$ cat config.mk
export PLATFORM = sky130hd
export DESIGN_NAME = linear_gradient_scanline_runs_unit_flat
export DESIGN_NICKNAME = d
export VERILOG_FILES = /design/src/hw/rtl/lgsr_pkg.sv /design/src/hw/rtl/lgsr_if.sv /design/src/hw/rtl/lgsr_floor_div.sv /design/src/hw/rtl/linear_gradient_scanline_runs_unit.sv /design/src/flat_wrapper.sv
export SDC_FILE = /design/constraint.sdc
export NUM_CORES = 2
export LEC_CHECK = 0
export BUFFER_PORTS_ARGS = -buffer_cell sky130_fd_sc_hd__buf_2
export CORE_ASPECT_RATIO = 0.8
export CORE_UTILIZATION = 40
export DETAILED_ROUTE_END_ITERATION = 7
export SLEW_MARGIN = 20
export SYNTH_ARGS = -nofsm -noshare
export SYNTH_HDL_FRONTEND = slang
export SYNTH_SLANG_ARGS = --single-unit
$ cat constraint.sdc
create_clock -name clk -period 18.9 [get_ports clk]
set_input_delay 0.945 -clock clk [delete_from_list [all_inputs] [get_ports clk]]
set_output_delay 0.945 -clock clk [all_outputs]
set_load 0.05 [all_outputs]
$ cat src/hw/rtl/lgsr_pkg.sv
package lgsr_pkg;

    typedef enum logic [1:0] {
        FUNC_LOAD    = 2'd0,
        FUNC_START   = 2'd1,
        FUNC_ADVANCE = 2'd2,
        FUNC_FINISH  = 2'd3
    } func_t;

    typedef enum logic [2:0] {
        REG_CLIP_X_LOW   = 3'd0,
        REG_CLIP_X_HIGH  = 3'd1,
        REG_CLIP_Y_LOW   = 3'd2,
        REG_CLIP_Y_HIGH  = 3'd3,
        REG_SWAP_AXES    = 3'd4,
        REG_COMP_COUNT   = 3'd5,
        REG_COMP_WIDTH   = 3'd6,
        REG_COMP_OFFSET  = 3'd7
    } reg_index_t;

    typedef enum logic [2:0] {
        ST_IDLE,
        ST_DIV_START,
        ST_DIV_WAIT,
        ST_PACK,
        ST_EMIT,
        ST_OUT
    } state_t;

    localparam int unsigned COLOR_BITS = 31;
    localparam int unsigned NUM_BITS   = 32;
    localparam int unsigned CIDX_BITS  = 64;
    localparam int unsigned CFG_IDX_BITS  = 3;
    localparam int unsigned CFG_DATA_BITS = 24;

    // Divider handshake group
    typedef struct packed {
        logic start;
    } div_ctrl_t;

    typedef struct packed {
        logic busy;
        logic done;
    } div_stat_t;

endpackage

$ cat src/hw/rtl/lgsr_if.sv
interface lgsr_in_if #(
    parameter int COORD_BITS = 16
);
    logic                          valid;
    logic                          ready;
    logic [1:0]                    func;
    logic [1:0]                    component_index;
    logic [30:0]                   start_color;
    logic [30:0]                   start_fraction;
    logic signed [31:0]            step_numerator;
    logic [30:0]                   step_denominator;
    logic signed [COORD_BITS-1:0]  start_x;
    logic signed [COORD_BITS-1:0]  row;
    logic [COORD_BITS-1:0]         span_width;

    modport source (output valid, func, component_index, start_color, start_fraction,
                    step_numerator, step_denominator, start_x, row, span_width,
                    input ready);
    modport sink (input valid, func, component_index, start_color, start_fraction,
                  step_numerator, step_denominator, start_x, row, span_width,
                  output ready);
endinterface

interface lgsr_out_if #(
    parameter int COORD_BITS = 16
);
    logic                          valid;
    logic                          ready;
    logic signed [COORD_BITS-1:0]  rect_x;
    logic signed [COORD_BITS-1:0]  rect_y;
    logic [COORD_BITS-1:0]         rect_width;
    logic [COORD_BITS-1:0]         rect_height;
    logic [63:0]                   color_index;

    modport source (output valid, rect_x, rect_y, rect_width, rect_height, color_index,
                    input ready);
    modport sink (input valid, rect_x, rect_y, rect_width, rect_height, color_index,
                  output ready);
endinterface

interface lgsr_cfg_if;
    logic        valid;
    logic        ready;
    logic [2:0]  index;
    logic [23:0] data;

    modport source (output valid, index, data, input ready);
    modport sink (input valid, index, data, output ready);
endinterface

$ cat src/hw/rtl/lgsr_floor_div.sv
// Radix-2 restoring floor division of a signed 32-bit dividend by a positive
// 31-bit divisor, one quotient bit per cycle.
module lgsr_floor_div (
    input  logic                     clk,
    input  logic                     rst_n,
    input  lgsr_pkg::div_ctrl_t      ctrl,
    input  logic signed [31:0]       dividend,
    input  logic [30:0]              divisor,
    output lgsr_pkg::div_stat_t      stat,
    output logic signed [31:0]       quotient,
    output logic [30:0]              remainder
);
    logic [5:0]  count_reg, count_next;
    logic        busy_reg, busy_next;
    logic        done_reg, done_next;
    logic        neg_reg, neg_next;
    logic [31:0] quo_reg, quo_next;
    logic [31:0] rem_reg, rem_next;
    logic [30:0] den_reg, den_next;
    logic [31:0] trial;
    logic [32:0] diff;
    logic [31:0] q_mag;
    logic [31:0] r_mag;

    // Shift in one dividend bit and try a subtract
    always_comb
    begin
        trial = {rem_reg[30:0], quo_reg[31]};
        diff  = {1'b0, trial} - {2'b00, den_reg};
    end

    always_comb
    begin
        count_next = count_reg;
        busy_next  = busy_reg;
        done_next  = 1'b0;
        neg_next   = neg_reg;
        quo_next   = quo_reg;
        rem_next   = rem_reg;
        den_next   = den_reg;
        if (ctrl.start)
        begin
            busy_next  = 1'b1;
            count_next = 6'd32;
            neg_next   = dividend[31];
            quo_next   = dividend[31] ? 32'(-dividend) : 32'(dividend);
            rem_next   = '0;
            den_next   = divisor;
        end
        else if (busy_reg)
        begin
            if (diff[32])
            begin
                rem_next = trial;
                quo_next = {quo_reg[30:0], 1'b0};
            end
            else
            begin
                rem_next = diff[31:0];
                quo_next = {quo_reg[30:0], 1'b1};
            end
            count_next = count_reg - 6'd1;
            if (count_reg == 6'd1)
            begin
                busy_next = 1'b0;
                done_next = 1'b1;
            end
        end
    end

    always_ff @(posedge clk or negedge rst_n)
    begin
        if (!rst_n)
        begin
            count_reg <= '0;
            busy_reg  <= 1'b0;
            done_reg  <= 1'b0;
        end
        else
        begin
            count_reg <= count_next;
            busy_reg  <= busy_next;
            done_reg  <= done_next;
        end
    end

    always_ff @(posedge clk)
    begin
        neg_reg <= neg_next;
        quo_reg <= quo_next;
        rem_reg <= rem_next;
        den_reg <= den_next;
    end

    // Fold sign back in with floor correction
    always_comb
    begin
        q_mag = quo_reg;
        r_mag = rem_reg;
        if (!neg_reg)
        begin
            quotient  = q_mag;
            remainder = r_mag[30:0];
        end
        else if (r_mag == '0)
        begin
            quotient  = 32'(-q_mag);
            remainder = '0;
        end
        else
        begin
            quotient  = 32'(-q_mag) - 32'sd1;
            remainder = 31'({1'b0, den_reg} - r_mag);
        end
    end

    assign stat.busy = busy_reg;
    assign stat.done = done_reg;
endmodule

$ cat src/hw/rtl/linear_gradient_scanline_runs_unit.sv
// An advance word on a visible row runs each component in use through the shared
// divider (a start state, the quotient steps, then collecting the result) and then
// packs each component, between the accept and emit states.
// Start packs the components and emits, finish emits, load only writes registers; one word in flight at a time,
// and a waiting rectangle holds off the next word until taken.
// Reset clears the accumulators, registers and control state; no clearing pass.
module linear_gradient_scanline_runs_unit #(
    parameter int MAX_COMPONENTS = 4,
    parameter int COORD_BITS     = 16
) (
    input  logic      clk,
    input  logic      rst_n,
    lgsr_in_if.sink   in_ch,
    lgsr_out_if.source out_ch,
    lgsr_cfg_if.sink  cfg
);
    localparam int CW = (MAX_COMPONENTS > 1) ? $clog2(MAX_COMPONENTS) : 1;
    localparam int EW = COORD_BITS + 1;
    localparam logic signed [COORD_BITS-1:0] COORD_MAX = {1'b0, {(COORD_BITS-1){1'b1}}};

    // Configuration registers
    logic signed [15:0] clip_x_low_reg, clip_x_high_reg, clip_y_low_reg, clip_y_high_reg;
    logic        swap_axes_reg;
    logic [2:0]  comp_count_reg;
    logic [19:0] comp_width_reg;
    logic [23:0] comp_offset_reg;

    // Datapath state
    logic [30:0]        color_reg  [MAX_COMPONENTS];
    logic [30:0]        rem_reg    [MAX_COMPONENTS];
    logic [31:0]        step_reg   [MAX_COMPONENTS];
    logic [30:0]        den_reg;
    logic signed [COORD_BITS-1:0] pos_reg, run_start_reg, row_reg;
    logic [63:0]        run_color_reg;
    logic               visible_reg;

    lgsr_pkg::state_t   state_reg, state_next;
    logic [CW-1:0]      comp_reg;
    logic [3:0]         used;
    logic [63:0]        packed_reg;
    logic               pack_is_start_reg;
    logic               finish_reg;

    // Output word register
    logic               out_valid_reg;
    logic signed [COORD_BITS-1:0] ox_reg, oy_reg;
    logic [COORD_BITS-1:0] ow_reg, oh_reg;
    logic [63:0]        oc_reg;

    lgsr_pkg::div_ctrl_t dctrl;
    lgsr_pkg::div_stat_t dstat;
    logic signed [31:0]  dquo;
    logic [30:0]         drem;
    logic signed [31:0]  dividend;

    logic accept;
    logic [63:0] pack_val;
    logic last_comp;

    assign used = ({1'b0, comp_count_reg} > 4'(MAX_COMPONENTS)) ? 4'(MAX_COMPONENTS)
                                                                 : {1'b0, comp_count_reg};
    assign accept = in_ch.valid && in_ch.ready;
    assign in_ch.ready = (state_reg == lgsr_pkg::ST_IDLE) && !out_valid_reg;
    assign cfg.ready = 1'b1;
    assign last_comp = (4'(comp_reg) + 4'd1) >= used;

    // Write configuration registers
    always_ff @(posedge clk or negedge rst_n)
    begin
        if (!rst_n)
        begin
            clip_x_low_reg  <= '0;
            clip_x_high_reg <= '0;
            clip_y_low_reg  <= '0;
            clip_y_high_reg <= '0;
            swap_axes_reg   <= 1'b0;
            comp_count_reg  <= 3'd1;
            comp_width_reg  <= 20'd8;
            comp_offset_reg <= '0;
        end
        else if (cfg.valid && cfg.ready)
        begin
            unique case (lgsr_pkg::reg_index_t'(cfg.index))
                lgsr_pkg::REG_CLIP_X_LOW:  clip_x_low_reg  <= cfg.data[15:0];
                lgsr_pkg::REG_CLIP_X_HIGH: clip_x_high_reg <= cfg.data[15:0];
                lgsr_pkg::REG_CLIP_Y_LOW:  clip_y_low_reg  <= cfg.data[15:0];
                lgsr_pkg::REG_CLIP_Y_HIGH: clip_y_high_reg <= cfg.data[15:0];
                lgsr_pkg::REG_SWAP_AXES:   swap_axes_reg   <= cfg.data[0];
                lgsr_pkg::REG_COMP_COUNT:  comp_count_reg  <= cfg.data[2:0];
                lgsr_pkg::REG_COMP_WIDTH:  comp_width_reg  <= cfg.data[19:0];
                lgsr_pkg::REG_COMP_OFFSET: comp_offset_reg <= cfg.data;
                default: ;
            endcase
        end
    end

    // Pack one component per cycle into the colour index
    always_comb
    begin
        logic [4:0]  bits;
        logic [5:0]  sh;
        logic [30:0] top;
        bits = 5'(comp_width_reg >> (5 * int'(comp_reg)));
        sh   = 6'(comp_offset_reg >> (6 * int'(comp_reg)));
        top  = color_reg[comp_reg] >> (5'd31 - bits);
        pack_val = packed_reg | (64'(top) << sh);
    end

    assign dividend = 32'(rem_reg[comp_reg]) + step_reg[comp_reg];
    assign dctrl.start = (state_reg == lgsr_pkg::ST_DIV_START);

    lgsr_floor_div u_div (
        .clk       (clk),
        .rst_n     (rst_n),
        .ctrl      (dctrl),
        .dividend  (dividend),
        .divisor   (den_reg),
        .stat      (dstat),
        .quotient  (dquo),
        .remainder (drem)
    );

    // Next-state logic
    always_comb
    begin
        state_next = state_reg;
        unique case (state_reg)
            lgsr_pkg::ST_IDLE:
            begin
                if (accept)
                begin
                    priority if (in_ch.func == lgsr_pkg::FUNC_START)
                        state_next = (used == 4'd0) ? lgsr_pkg::ST_EMIT : lgsr_pkg::ST_PACK;
                    else if (in_ch.func == lgsr_pkg::FUNC_ADVANCE && visible_reg
                             && pos_reg < COORD_MAX)
                        state_next = (used == 4'd0) ? lgsr_pkg::ST_EMIT
                                                    : lgsr_pkg::ST_DIV_START;
                    else if (in_ch.func == lgsr_pkg::FUNC_FINISH && visible_reg)
                        state_next = lgsr_pkg::ST_EMIT;
                    else
                        state_next = lgsr_pkg::ST_IDLE;
                end
            end
            lgsr_pkg::ST_DIV_START: state_next = lgsr_pkg::ST_DIV_WAIT;
            lgsr_pkg::ST_DIV_WAIT:
                if (dstat.done)
                    state_next = last_comp ? lgsr_pkg::ST_PACK : lgsr_pkg::ST_DIV_START;
            lgsr_pkg::ST_PACK:
                if (last_comp)
                    state_next = lgsr_pkg::ST_EMIT;
            lgsr_pkg::ST_EMIT: state_next = lgsr_pkg::ST_IDLE;
            default: state_next = lgsr_pkg::ST_IDLE;
        endcase
    end

    always_ff @(posedge clk or negedge rst_n)
    begin
        if (!rst_n)
            state_reg <= lgsr_pkg::ST_IDLE;
        else
            state_reg <= state_next;
    end

    // Emit helper: clip the run and form a rectangle; one spare bit lets the
    // run end just past the largest column
    logic signed [EW-1:0] end_x, si, ei, xl, xh;
    logic        do_emit;
    logic [63:0] ci_now;
    always_comb
    begin
        xl = EW'(clip_x_low_reg);
        xh = EW'(clip_x_high_reg);
        ci_now = (used == 4'd0) ? 64'd0 : packed_reg;
        end_x = finish_reg ? EW'(pos_reg) + EW'(1) : EW'(pos_reg);
        si = (EW'(run_start_reg) > xl) ? EW'(run_start_reg) : xl;
        ei = (end_x < xh) ? end_x : xh;
        do_emit = (finish_reg || ci_now != run_color_reg) && (si < ei);
    end

    // Sequencer datapath actions
    always_ff @(posedge clk or negedge rst_n)
    begin
        if (!rst_n)
        begin
            for (int k = 0; k < MAX_COMPONENTS; k++)
            begin
                color_reg[k] <= '0;
                rem_reg[k]   <= '0;
                step_reg[k]  <= '0;
            end
            den_reg           <= 31'd1;
            pos_reg           <= '0;
            run_start_reg     <= '0;
            row_reg           <= '0;
            run_color_reg     <= '0;
            visible_reg       <= 1'b0;
            comp_reg          <= '0;
            packed_reg        <= '0;
            pack_is_start_reg <= 1'b0;
            finish_reg        <= 1'b0;
            out_valid_reg     <= 1'b0;
            ox_reg            <= '0;
            oy_reg            <= '0;
            ow_reg            <= '0;
            oh_reg            <= '0;
            oc_reg            <= '0;
        end
        else
        begin
            if (out_valid_reg && out_ch.ready)
                out_valid_reg <= 1'b0;
            unique case (state_reg)
                lgsr_pkg::ST_IDLE:
                begin
                    comp_reg   <= '0;
                    packed_reg <= '0;
                    if (accept)
                    begin
                        finish_reg        <= (in_ch.func == lgsr_pkg::FUNC_FINISH);
                        pack_is_start_reg <= (in_ch.func == lgsr_pkg::FUNC_START);
                        unique case (lgsr_pkg::func_t'(in_ch.func))
                            lgsr_pkg::FUNC_LOAD:
                                if (int'(in_ch.component_index) < MAX_COMPONENTS)
                                begin
                                    color_reg[CW'(in_ch.component_index)] <= in_ch.start_color;
                                    rem_reg[CW'(in_ch.component_index)] <= in_ch.start_fraction;
                                    step_reg[CW'(in_ch.component_index)] <= in_ch.step_numerator;
                                end
                            lgsr_pkg::FUNC_START:
                            begin
                                den_reg <= (in_ch.step_denominator == '0) ? 31'd1
                                                                          : in_ch.step_denominator;
                                pos_reg       <= in_ch.start_x;
                                run_start_reg <= in_ch.start_x;
                                row_reg       <= in_ch.row;
                                visible_reg   <= !(in_ch.row < COORD_BITS'(clip_y_low_reg) ||
                                                   in_ch.row > COORD_BITS'(clip_y_high_reg));
                            end
                            lgsr_pkg::FUNC_ADVANCE:
                                if (visible_reg && pos_reg < COORD_MAX)
                                    pos_reg <= pos_reg + COORD_BITS'(1);
                            lgsr_pkg::FUNC_FINISH: ;
                            default: ;
                        endcase
                    end
                end
                lgsr_pkg::ST_DIV_WAIT:
                    if (dstat.done)
                    begin
                        color_reg[comp_reg] <= color_reg[comp_reg] + dquo[30:0];
                        rem_reg[comp_reg]   <= drem;
                        comp_reg <= last_comp ? '0 : comp_reg + 1'b1;
                    end
                lgsr_pkg::ST_PACK:
                begin
                    packed_reg <= pack_val;
                    comp_reg   <= comp_reg + 1'b1;
                end
                lgsr_pkg::ST_EMIT:
                begin
                    if (pack_is_start_reg)
                        run_color_reg <= ci_now;
                    else
                    begin
                        if (do_emit)
                        begin
                            out_valid_reg <= 1'b1;
                            ox_reg <= swap_axes_reg ? row_reg : COORD_BITS'(si);
                            oy_reg <= swap_axes_reg ? COORD_BITS'(si) : row_reg;
                            ow_reg <= swap_axes_reg ? COORD_BITS'(1) : COORD_BITS'(ei - si);
                            oh_reg <= swap_axes_reg ? COORD_BITS'(ei - si) : COORD_BITS'(1);
                            oc_reg <= run_color_reg;
                        end
                        if (finish_reg)
                            visible_reg <= 1'b0;
                        else if (ci_now != run_color_reg)
                        begin
                            run_start_reg <= pos_reg;
                            run_color_reg <= ci_now;
                        end
                    end
                end
                default: ;
            endcase
        end
    end

    assign out_ch.valid       = out_valid_reg;
    assign out_ch.rect_x      = ox_reg;
    assign out_ch.rect_y      = oy_reg;
    assign out_ch.rect_width  = ow_reg;
    assign out_ch.rect_height = oh_reg;
    assign out_ch.color_index = oc_reg;

    // Checks
    a_no_accept_busy: assert property (@(posedge clk) disable iff (!rst_n)
        state_reg != lgsr_pkg::ST_IDLE |-> !in_ch.ready)
        else $error("input taken while sequencer busy");
    a_div_only_in_wait: assert property (@(posedge clk) disable iff (!rst_n)
        dstat.done |-> state_reg == lgsr_pkg::ST_DIV_WAIT)
        else $error("divider finished outside wait state");
    a_out_hold: assert property (@(posedge clk) disable iff (!rst_n)
        out_valid_reg && !out_ch.ready |=> out_valid_reg && $stable(oc_reg))
        else $error("result word dropped");
    a_emit_nonzero: assert property (@(posedge clk) disable iff (!rst_n)
        $rose(out_valid_reg) |-> ow_reg != '0 && oh_reg != '0)
        else $error("empty rectangle emitted");
endmodule

$ cat src/flat_wrapper.sv
// flat-port wrapper written by rule: the top's interface ports become plain ports
module linear_gradient_scanline_runs_unit_flat 
#(
    parameter int MAX_COMPONENTS = 4,
    parameter int COORD_BITS     = 16
)
  (clk, rst_n, in_ch_valid, in_ch_func, in_ch_component_index, in_ch_start_color, in_ch_start_fraction, in_ch_step_numerator, in_ch_step_denominator, in_ch_start_x, in_ch_row, in_ch_span_width, in_ch_ready, out_ch_valid, out_ch_rect_x, out_ch_rect_y, out_ch_rect_width, out_ch_rect_height, out_ch_color_index, out_ch_ready, cfg_valid, cfg_index, cfg_data, cfg_ready);
  lgsr_in_if #(.COORD_BITS(COORD_BITS)) in_ch_i ();
  lgsr_out_if #(.COORD_BITS(COORD_BITS)) out_ch_i ();
  lgsr_cfg_if cfg_i ();
  input  logic clk;
  input  logic rst_n;
  input wire logic [$bits(in_ch_i.valid)-1:0] in_ch_valid;
  input wire logic [$bits(in_ch_i.func)-1:0] in_ch_func;
  input wire logic [$bits(in_ch_i.component_index)-1:0] in_ch_component_index;
  input wire logic [$bits(in_ch_i.start_color)-1:0] in_ch_start_color;
  input wire logic [$bits(in_ch_i.start_fraction)-1:0] in_ch_start_fraction;
  input wire logic [$bits(in_ch_i.step_numerator)-1:0] in_ch_step_numerator;
  input wire logic [$bits(in_ch_i.step_denominator)-1:0] in_ch_step_denominator;
  input wire logic [$bits(in_ch_i.start_x)-1:0] in_ch_start_x;
  input wire logic [$bits(in_ch_i.row)-1:0] in_ch_row;
  input wire logic [$bits(in_ch_i.span_width)-1:0] in_ch_span_width;
  output wire logic [$bits(in_ch_i.ready)-1:0] in_ch_ready;
  output wire logic [$bits(out_ch_i.valid)-1:0] out_ch_valid;
  output wire logic [$bits(out_ch_i.rect_x)-1:0] out_ch_rect_x;
  output wire logic [$bits(out_ch_i.rect_y)-1:0] out_ch_rect_y;
  output wire logic [$bits(out_ch_i.rect_width)-1:0] out_ch_rect_width;
  output wire logic [$bits(out_ch_i.rect_height)-1:0] out_ch_rect_height;
  output wire logic [$bits(out_ch_i.color_index)-1:0] out_ch_color_index;
  input wire logic [$bits(out_ch_i.ready)-1:0] out_ch_ready;
  input wire logic [$bits(cfg_i.valid)-1:0] cfg_valid;
  input wire logic [$bits(cfg_i.index)-1:0] cfg_index;
  input wire logic [$bits(cfg_i.data)-1:0] cfg_data;
  output wire logic [$bits(cfg_i.ready)-1:0] cfg_ready;
  assign in_ch_i.valid = in_ch_valid;
  assign in_ch_i.func = in_ch_func;
  assign in_ch_i.component_index = in_ch_component_index;
  assign in_ch_i.start_color = in_ch_start_color;
  assign in_ch_i.start_fraction = in_ch_start_fraction;
  assign in_ch_i.step_numerator = in_ch_step_numerator;
  assign in_ch_i.step_denominator = in_ch_step_denominator;
  assign in_ch_i.start_x = in_ch_start_x;
  assign in_ch_i.row = in_ch_row;
  assign in_ch_i.span_width = in_ch_span_width;
  assign in_ch_ready = in_ch_i.ready;
  assign out_ch_valid = out_ch_i.valid;
  assign out_ch_rect_x = out_ch_i.rect_x;
  assign out_ch_rect_y = out_ch_i.rect_y;
  assign out_ch_rect_width = out_ch_i.rect_width;
  assign out_ch_rect_height = out_ch_i.rect_height;
  assign out_ch_color_index = out_ch_i.color_index;
  assign out_ch_i.ready = out_ch_ready;
  assign cfg_i.valid = cfg_valid;
  assign cfg_i.index = cfg_index;
  assign cfg_i.data = cfg_data;
  assign cfg_ready = cfg_i.ready;
  linear_gradient_scanline_runs_unit #(.MAX_COMPONENTS(MAX_COMPONENTS), .COORD_BITS(COORD_BITS)) u_core (.clk(clk), .rst_n(rst_n), .in_ch(in_ch_i), .out_ch(out_ch_i), .cfg(cfg_i));
endmodule
[Yosys cells after proc, flatten, opt, wreduce, memory -nomap -nowiden]
Index checks and enable logic that the tools add are counted.
Word-level totals
  output and inout port bits: 131
  memories kept: 0
  register bits after elaboration: 936
  word-level logic and storage cells: 242
  memory bits (writable): 0
  ROM bits: 0
  bits in latches: 0
Cells by class
  shifts and indexed selects: 4
  magnitude comparators: 12
  muxes and demuxes: 89
  equality and inequality tests: 27
  multipliers: 2
  reduce and logical (&&, ||, !) cells: 46
  bitwise operators: 4
  div/mod/pow operators: 0
  add/sub/neg operators: 14
Operators with widths (number)
  2-to-1 mux 124 bit: 6
  bitwise mux 124 bit: 4
  one-hot mux 124 bit (2 select lines): 2
  2-to-1 mux 31 bit: 11
  2-to-1 mux 64 bit: 4
  2-to-1 mux 32 bit: 7
  2-to-1 mux 16 bit: 10
  bitwise mux 128 bit: 1
  one-hot mux 64 bit (2 select lines): 1
  binary-select mux 31 bit (select 2 bit): 2
  demux 31 bit (select 2 bit): 2
  binary-select mux 32 bit (select 2 bit): 1
  demux 32 bit (select 2 bit): 1
  != test 64 bit: 1
  bitwise OR 64 bit: 1
  one-hot mux 16 bit (2 select lines): 2
  << shifter 31 x 6 -> 64 bit: 1
  2-to-1 mux 17 bit: 3
  subtractor 32 x 31 -> 33 bit: 1
  adder 31 x 32 -> 32 bit: 1
  greater-than comparator 16 bit: 2
  logical NOT 32 bit: 1
  negator 32 bit: 1
  right shift 20 x 32 -> 5 bit: 1
  54 further kinds: 131

[Longest topological paths before layout]
  depth after elaboration: 10
  depth in mapped cells: 32

[Modules after synthesis]
A second synthesis with hierarchy kept.
Unflattened totals
  cells, all modules: 6027
  area total of the unflattened synthesis: 58275.9 µm²
By module, submodules not included
  linear_gradient_scanline_runs_unit: area each 48268.8 µm², times used 1, cells each 4769, sequential area each 20823.7 µm²
  lgsr_floor_div: area each 10007.1 µm², times used 1, cells each 1258, sequential area each 2762.6 µm²

[Worst setup path after synthesis]
Ideal clock, no wire load.
  path type: register -> register
  from: register u_core.comp_reg[0]
  to: register u_core.u_div.quo_reg[30] (netlist: u_core.u_div.q_mag[30]) (data pin)
  arrival time: 6400 ps
  required time: 18632 ps
  cell stages (with the launch flop): 24
  setup slack: 12233 ps
  library setup time: 268 ps
  path through: dfrtp_1 -> buf_6 -> buf_12 -> buf_4 -> buf_4 -> buf_4 -> buf_2 -> buf_1 -> buf_1 -> mux4_2 -> ha_1 -> clkbuf_1 -> nand4_1 -> or4_1 -> nand2_1 -> o2111ai_1 -> nand3_1 -> o21ai_0 -> a311o_1 -> or4_1 -> nor4_1 -> a31oi_1 -> xnor2_1 -> o21ai_0
Between the ends
  cells in the longest elaborated chain, start to end: 8
  elaborated cells between the ends (all ways): 11
  those cells by class: 2 x add/sub; 8 x mux; 1 x bitwise
Ends and longest elaborated chain
  from (decl): line linear_gradient_scanline_runs_unit.sv:38  | logic [CW-1:0] comp_reg;
  from (signal assigned): line linear_gradient_scanline_runs_unit.sv:252  | comp_reg <= last_comp ? '0 : comp_reg + 1'b1;
  from (signal assigned): line linear_gradient_scanline_runs_unit.sv:257  | comp_reg <= comp_reg + 1'b1;
  inverter 2 -> 3 bit (not written as such) *: line linear_gradient_scanline_runs_unit.sv:109  | assign dividend = 32'(rem_reg[comp_reg]) + step_reg[comp_reg];
  binary-select mux 31 bit (select 2 bit) / binary-select mux 32 bit (select 2 bit) (equally long branches): line linear_gradient_scanline_runs_unit.sv:109
  2-to-1 mux 31 bit (not written as such) / 2-to-1 mux 32 bit (equally long branches) (2 in series): line linear_gradient_scanline_runs_unit.sv:109
  adder 31 x 32 -> 32 bit *: line linear_gradient_scanline_runs_unit.sv:109
  negator 32 bit: line lgsr_floor_div.sv:46  | quo_next = dividend[31] ? 32'(-dividend) : 32'(dividend);
  2-to-1 mux 32 bit *: line lgsr_floor_div.sv:46
  2-to-1 mux 32 bit *: line lgsr_floor_div.sv:41  | if (ctrl.start)
  via u_core.u_div.quo_next[30]: line lgsr_floor_div.sv:17  | logic [31:0] quo_reg, quo_next;
  to (signal assigned): line lgsr_floor_div.sv:90  | quo_reg <= quo_next;
  to (decl): line lgsr_floor_div.sv:17
The timed path passes the listed nets; every way through them passes the cells marked *. The select of a mux whose other input is x is not followed.
A chain may end at the register's enable or synchronous reset.

[Final worst setup path]
  from: register u_core.pos_reg[0]
  to: register u_core.oc_reg[38] (netlist: u_core.out_ch.color_index[38])
Between the ends
  cells in the longest elaborated chain, start to end: 7
Ends and longest elaborated chain
  from (decl): line linear_gradient_scanline_runs_unit.sv:33  | logic signed [COORD_BITS-1:0] pos_reg, run_start_reg, row_reg;
  from (signal assigned): line linear_gradient_scanline_runs_unit.sv:233  | pos_reg <= in_ch.start_x;
  from (signal assigned): line linear_gradient_scanline_runs_unit.sv:241  | pos_reg <= pos_reg + COORD_BITS'(1);
  adder 16 x 2 -> 17 bit: line linear_gradient_scanline_runs_unit.sv:174  | end_x = finish_reg ? EW'(pos_reg) + EW'(1) : EW'(pos_reg);
  2-to-1 mux 17 bit *: line linear_gradient_scanline_runs_unit.sv:174
  < comparator 17 x 16 -> 1 bit: line linear_gradient_scanline_runs_unit.sv:176  | ei = (end_x < xh) ? end_x : xh;
  2-to-1 mux 17 bit *: line linear_gradient_scanline_runs_unit.sv:176
  < comparator 17 bit *: line linear_gradient_scanline_runs_unit.sv:177  | do_emit = (finish_reg || ci_now != run_color_reg) && (si < ei);
  logical AND 1 bit *: line linear_gradient_scanline_runs_unit.sv:177
  AND reduction 3 bit (no source line) *
  to (signal assigned): line linear_gradient_scanline_runs_unit.sv:272  | oc_reg <= run_color_reg;
  to (decl): line linear_gradient_scanline_runs_unit.sv:48  | logic [63:0] oc_reg;
Every way passes the cells marked *; elsewhere a longest branch is shown, timed or not.

==> impl_metrics.yaml <==
outcome:
  status: "completed"
drt:
  vias_per_cell: 5.88
  routedWlPerCell_um: 22.2
  num_vias: 48680
  drc_errors: 0
  drt_iter0_drc: 4942
  routed_wl_mm: 183
  first_pass_iters: 6
  ant_nets: 0
clocking:
  numCtsBuffers: 102
  clock_sinks: 936
  clk_pin_slew_worst_paths_ns: 0.06
  htreeDepth: 3
  cts_root_buf: "clkbuf_16"
  insertion_delay_ns: 0.76
  cts_buffer_depth: 3
  cts_hold_buf: 0
  cts_tree: "done"
  cts_resized: 0
  cts_setup_buffers: 0
grt:
  overflow: 0
  grt_pass1_vias: 45716
  grt_max_degree: 109
  use_met2: 0.364
  grt_pass1_wl_mm: 281
  grt_use_met1: 0.364
  grtUsageTotal: 0.247
  grt.busiest_layer: "met1"
  antenna_found_initial: 54
  grtUsageMet3: 0.0512
yosys:
  ys.flop_type: "dfrtp_1"
  ys_top_cells_by_count: "nand2_1 (846), dfrtp_1 (837), o21ai_0 (608)"
  synth.net_count: 6593
  synth_top_area_frac: 0.364
  synth_edf_count: 64
  yosys-top-cells-area: "dfrtp_1 (36%), mux2_2 (6.6%), nand2_1 (5.5%), o21ai_0 (5.3%), ha_1 (5.0%)"
  synthArstFlopShare: 0.897
  synth_area_leader_cell: "dfrtp_1"
  synthDistinctLibCells: 97
  ys_seq_area_frac: 0.410
  synth.most_common_cell: "nand2_1"
  yosysWarnings: 0
  synth_cells: 6150
  synth_area_per_cell_um2: 9.36
  ys_ff_latch: 936
  syn_area_um2: 57600
setup_path:
  cpMaxStageDelayCell: "buf_4"
  critical_path.endpoint_type: "flip-flop"
  path_cells: "ha_1 -> and3_1 -> and3_1 -> and3_1 -> and3_1 -> and3_1 -> nand2_1 -> o21a_1 -> ha_1 -> nor3b_1 -> a21oi_1 -> nand3_1 -> o21ai_2 -> buf_4 -> nand2_1 -> o21a_1 -> ha_1 -> a21o_1 -> a2111oi_0 -> o21ai_0 -> a221oi_4 -> buf_4 -> buf_4 -> mux2_2"
  crit_required_ns: 19.51
  cp.arrival_ns: 8.52
  crit_buf_inv: 3
  start_kind: "flip-flop"
  crit_type: "reg2reg"
  crit_fanout: 80
  reg2reg_slack_ns: 10.99
  worst_path_largest_cell_delay_ns: 0.73
  crit_top_cell: "and3_1"
  path_delay_family: "compound AO/OA/AOI/OAI gates"
timing:
  max_slew.worst_pin.slew_ns: 1.09
  skew_ns: 0.0476
  min_period_ns: 7.91
  fin_tns_setup_ns: 0
  report.final.slew_viol_count: 0
  setup_viol: 0
  finalCritPeriodShare: 0.419
  final-hold-violation-count: 0
  rsz0062_at_grt: "false"
  relSlewSlack: 0.262
  max_freq_mhz: 126
  holdWs_ns: 0.238
placement:
  dp_hpwl_mm: 129
  gp_congestion: 0.938
  io_buffers: 322
pwr:
  p_leak_nw: 28.4
  pwr_density_cell_nw_per_um2: 207
  vdd_drop_max_mv: 0.104
  p_int_mw: 6.99
  seqPwrFrac: 0.251
  switching_share: 0.477
  combPwrFrac: 0.592
  switchingPower_mw: 6.37
  power_frac_clock: 0.156
cells_and_area:
  fin_nets: 6719
  largest_register_ffs: 128
  drive_above_1_share: 0.174
  area_growth_syn_to_layout_pct: 12.1
  final_util: 0.451
floorplan:
  core_um2: 143000
  io_pins: 340
  start_util: 0.403
  fp.dieW_um: 426
  die_height_um: 341
  rows: 124
  die_area_um2: 145000
job:
  drv_cap: 0
min_path:
  hp-class: "in2async"
## area by class of cell
class	count	area (um2)
Fill cell	13684	78400
Multi-Input combinational cell	4592	31800
Sequential cell	936	23600
Clock buffer	156	3060
Tap cell	1890	2360
Timing Repair Buffer	407	2280
Inverter	237	891
Clock inverter	36	458
Antenna cell	25	62.6
## power groups by stage
stage | clock [mW] | combinational (mW) | sequential, mW
2_1_floorplan | 0 | 5.71 | 3.24
3_5_place_dp | 0 | 7.75 | 3.37
4_1_cts | 2.13 | 7.80 | 3.34
6_report | 2.09 | 7.91 | 3.36
3_3_place_gp | 0 | 7.68 | 3.35
5_1_grt | 2.21 | 8.65 | 3.45
## path summary, 6_finish.rpt
| path | startpoint | to | depth (start not counted) |
|---|---|---|---|
| max | u_core.pos_reg[0] | u_core.out_ch.color_index[38] | 24 |
| min | rst_n | u_core.out_ch.color_index[45] | 1 |
| max reg2reg | u_core.pos_reg[0] | u_core.out_ch.color_index[38] | 24 |
| min reg2reg | u_core.den_reg[2] | u_core.u_div.den_reg[2] | 0 |
| max in group asynchronous | rst_n | u_core.den_reg[6] | 5 |
| min in group clk | out_ch_ready | u_core.out_ch.valid | 2 |
## per-layer routing
metal | vias up | routed length (um)
met5 | - | 131
met1 | 23974 | 84700
li1 | 22604 | -
met2 | 1788 | 79200
met3 | 292 | 14100
met4 | 22 | 5230
## cell usage in the layout, fill, tap and decap left out, types with 68 or more instances in the layout
cell type / n
a22oi_1: 146
dfrtp_1: 833
ha_1: 229
xnor2_1: 169
o21ai_0: 606
buf_2: 321
mux2i_1: 117
mux2_2: 337
clkbuf_16: 104
a21oi_1: 350
nand3_1: 89
nand2_1: 845
nor3_1: 68
inv_1: 235
mux4_2: 108
buf_4: 83
nor2_1: 437
a21o_1: 88
## cells by family (layout without fill, tap and decap cells)
logic type,count (synthesis),in the layout,synth area share
simple gates,1805,1805,0.140
compound gates,1763,1763,0.193
flops,936,936,0.410
buf+inv,622,836,0.0417
mux,565,565,0.129
fa+ha+maj,234,234,0.0515
xor+xnor,224,224,0.0341
other cells,1,26,0.0000652
## per-stage QoR
step	cells	power (mW)	area (um2)	setup WS, ns
floorplan	6150	8.95	57600	12.23
global placement	8061	11.0	60900	11.07
detailed placement	8061	11.1	60900	11.07
CTS	8253	13.3	64400	11.01
global route	8274	14.3	64500	10.37
finish	8279	13.4	64500	10.99
No activity file was read; power rests on OpenSTA's default activity.
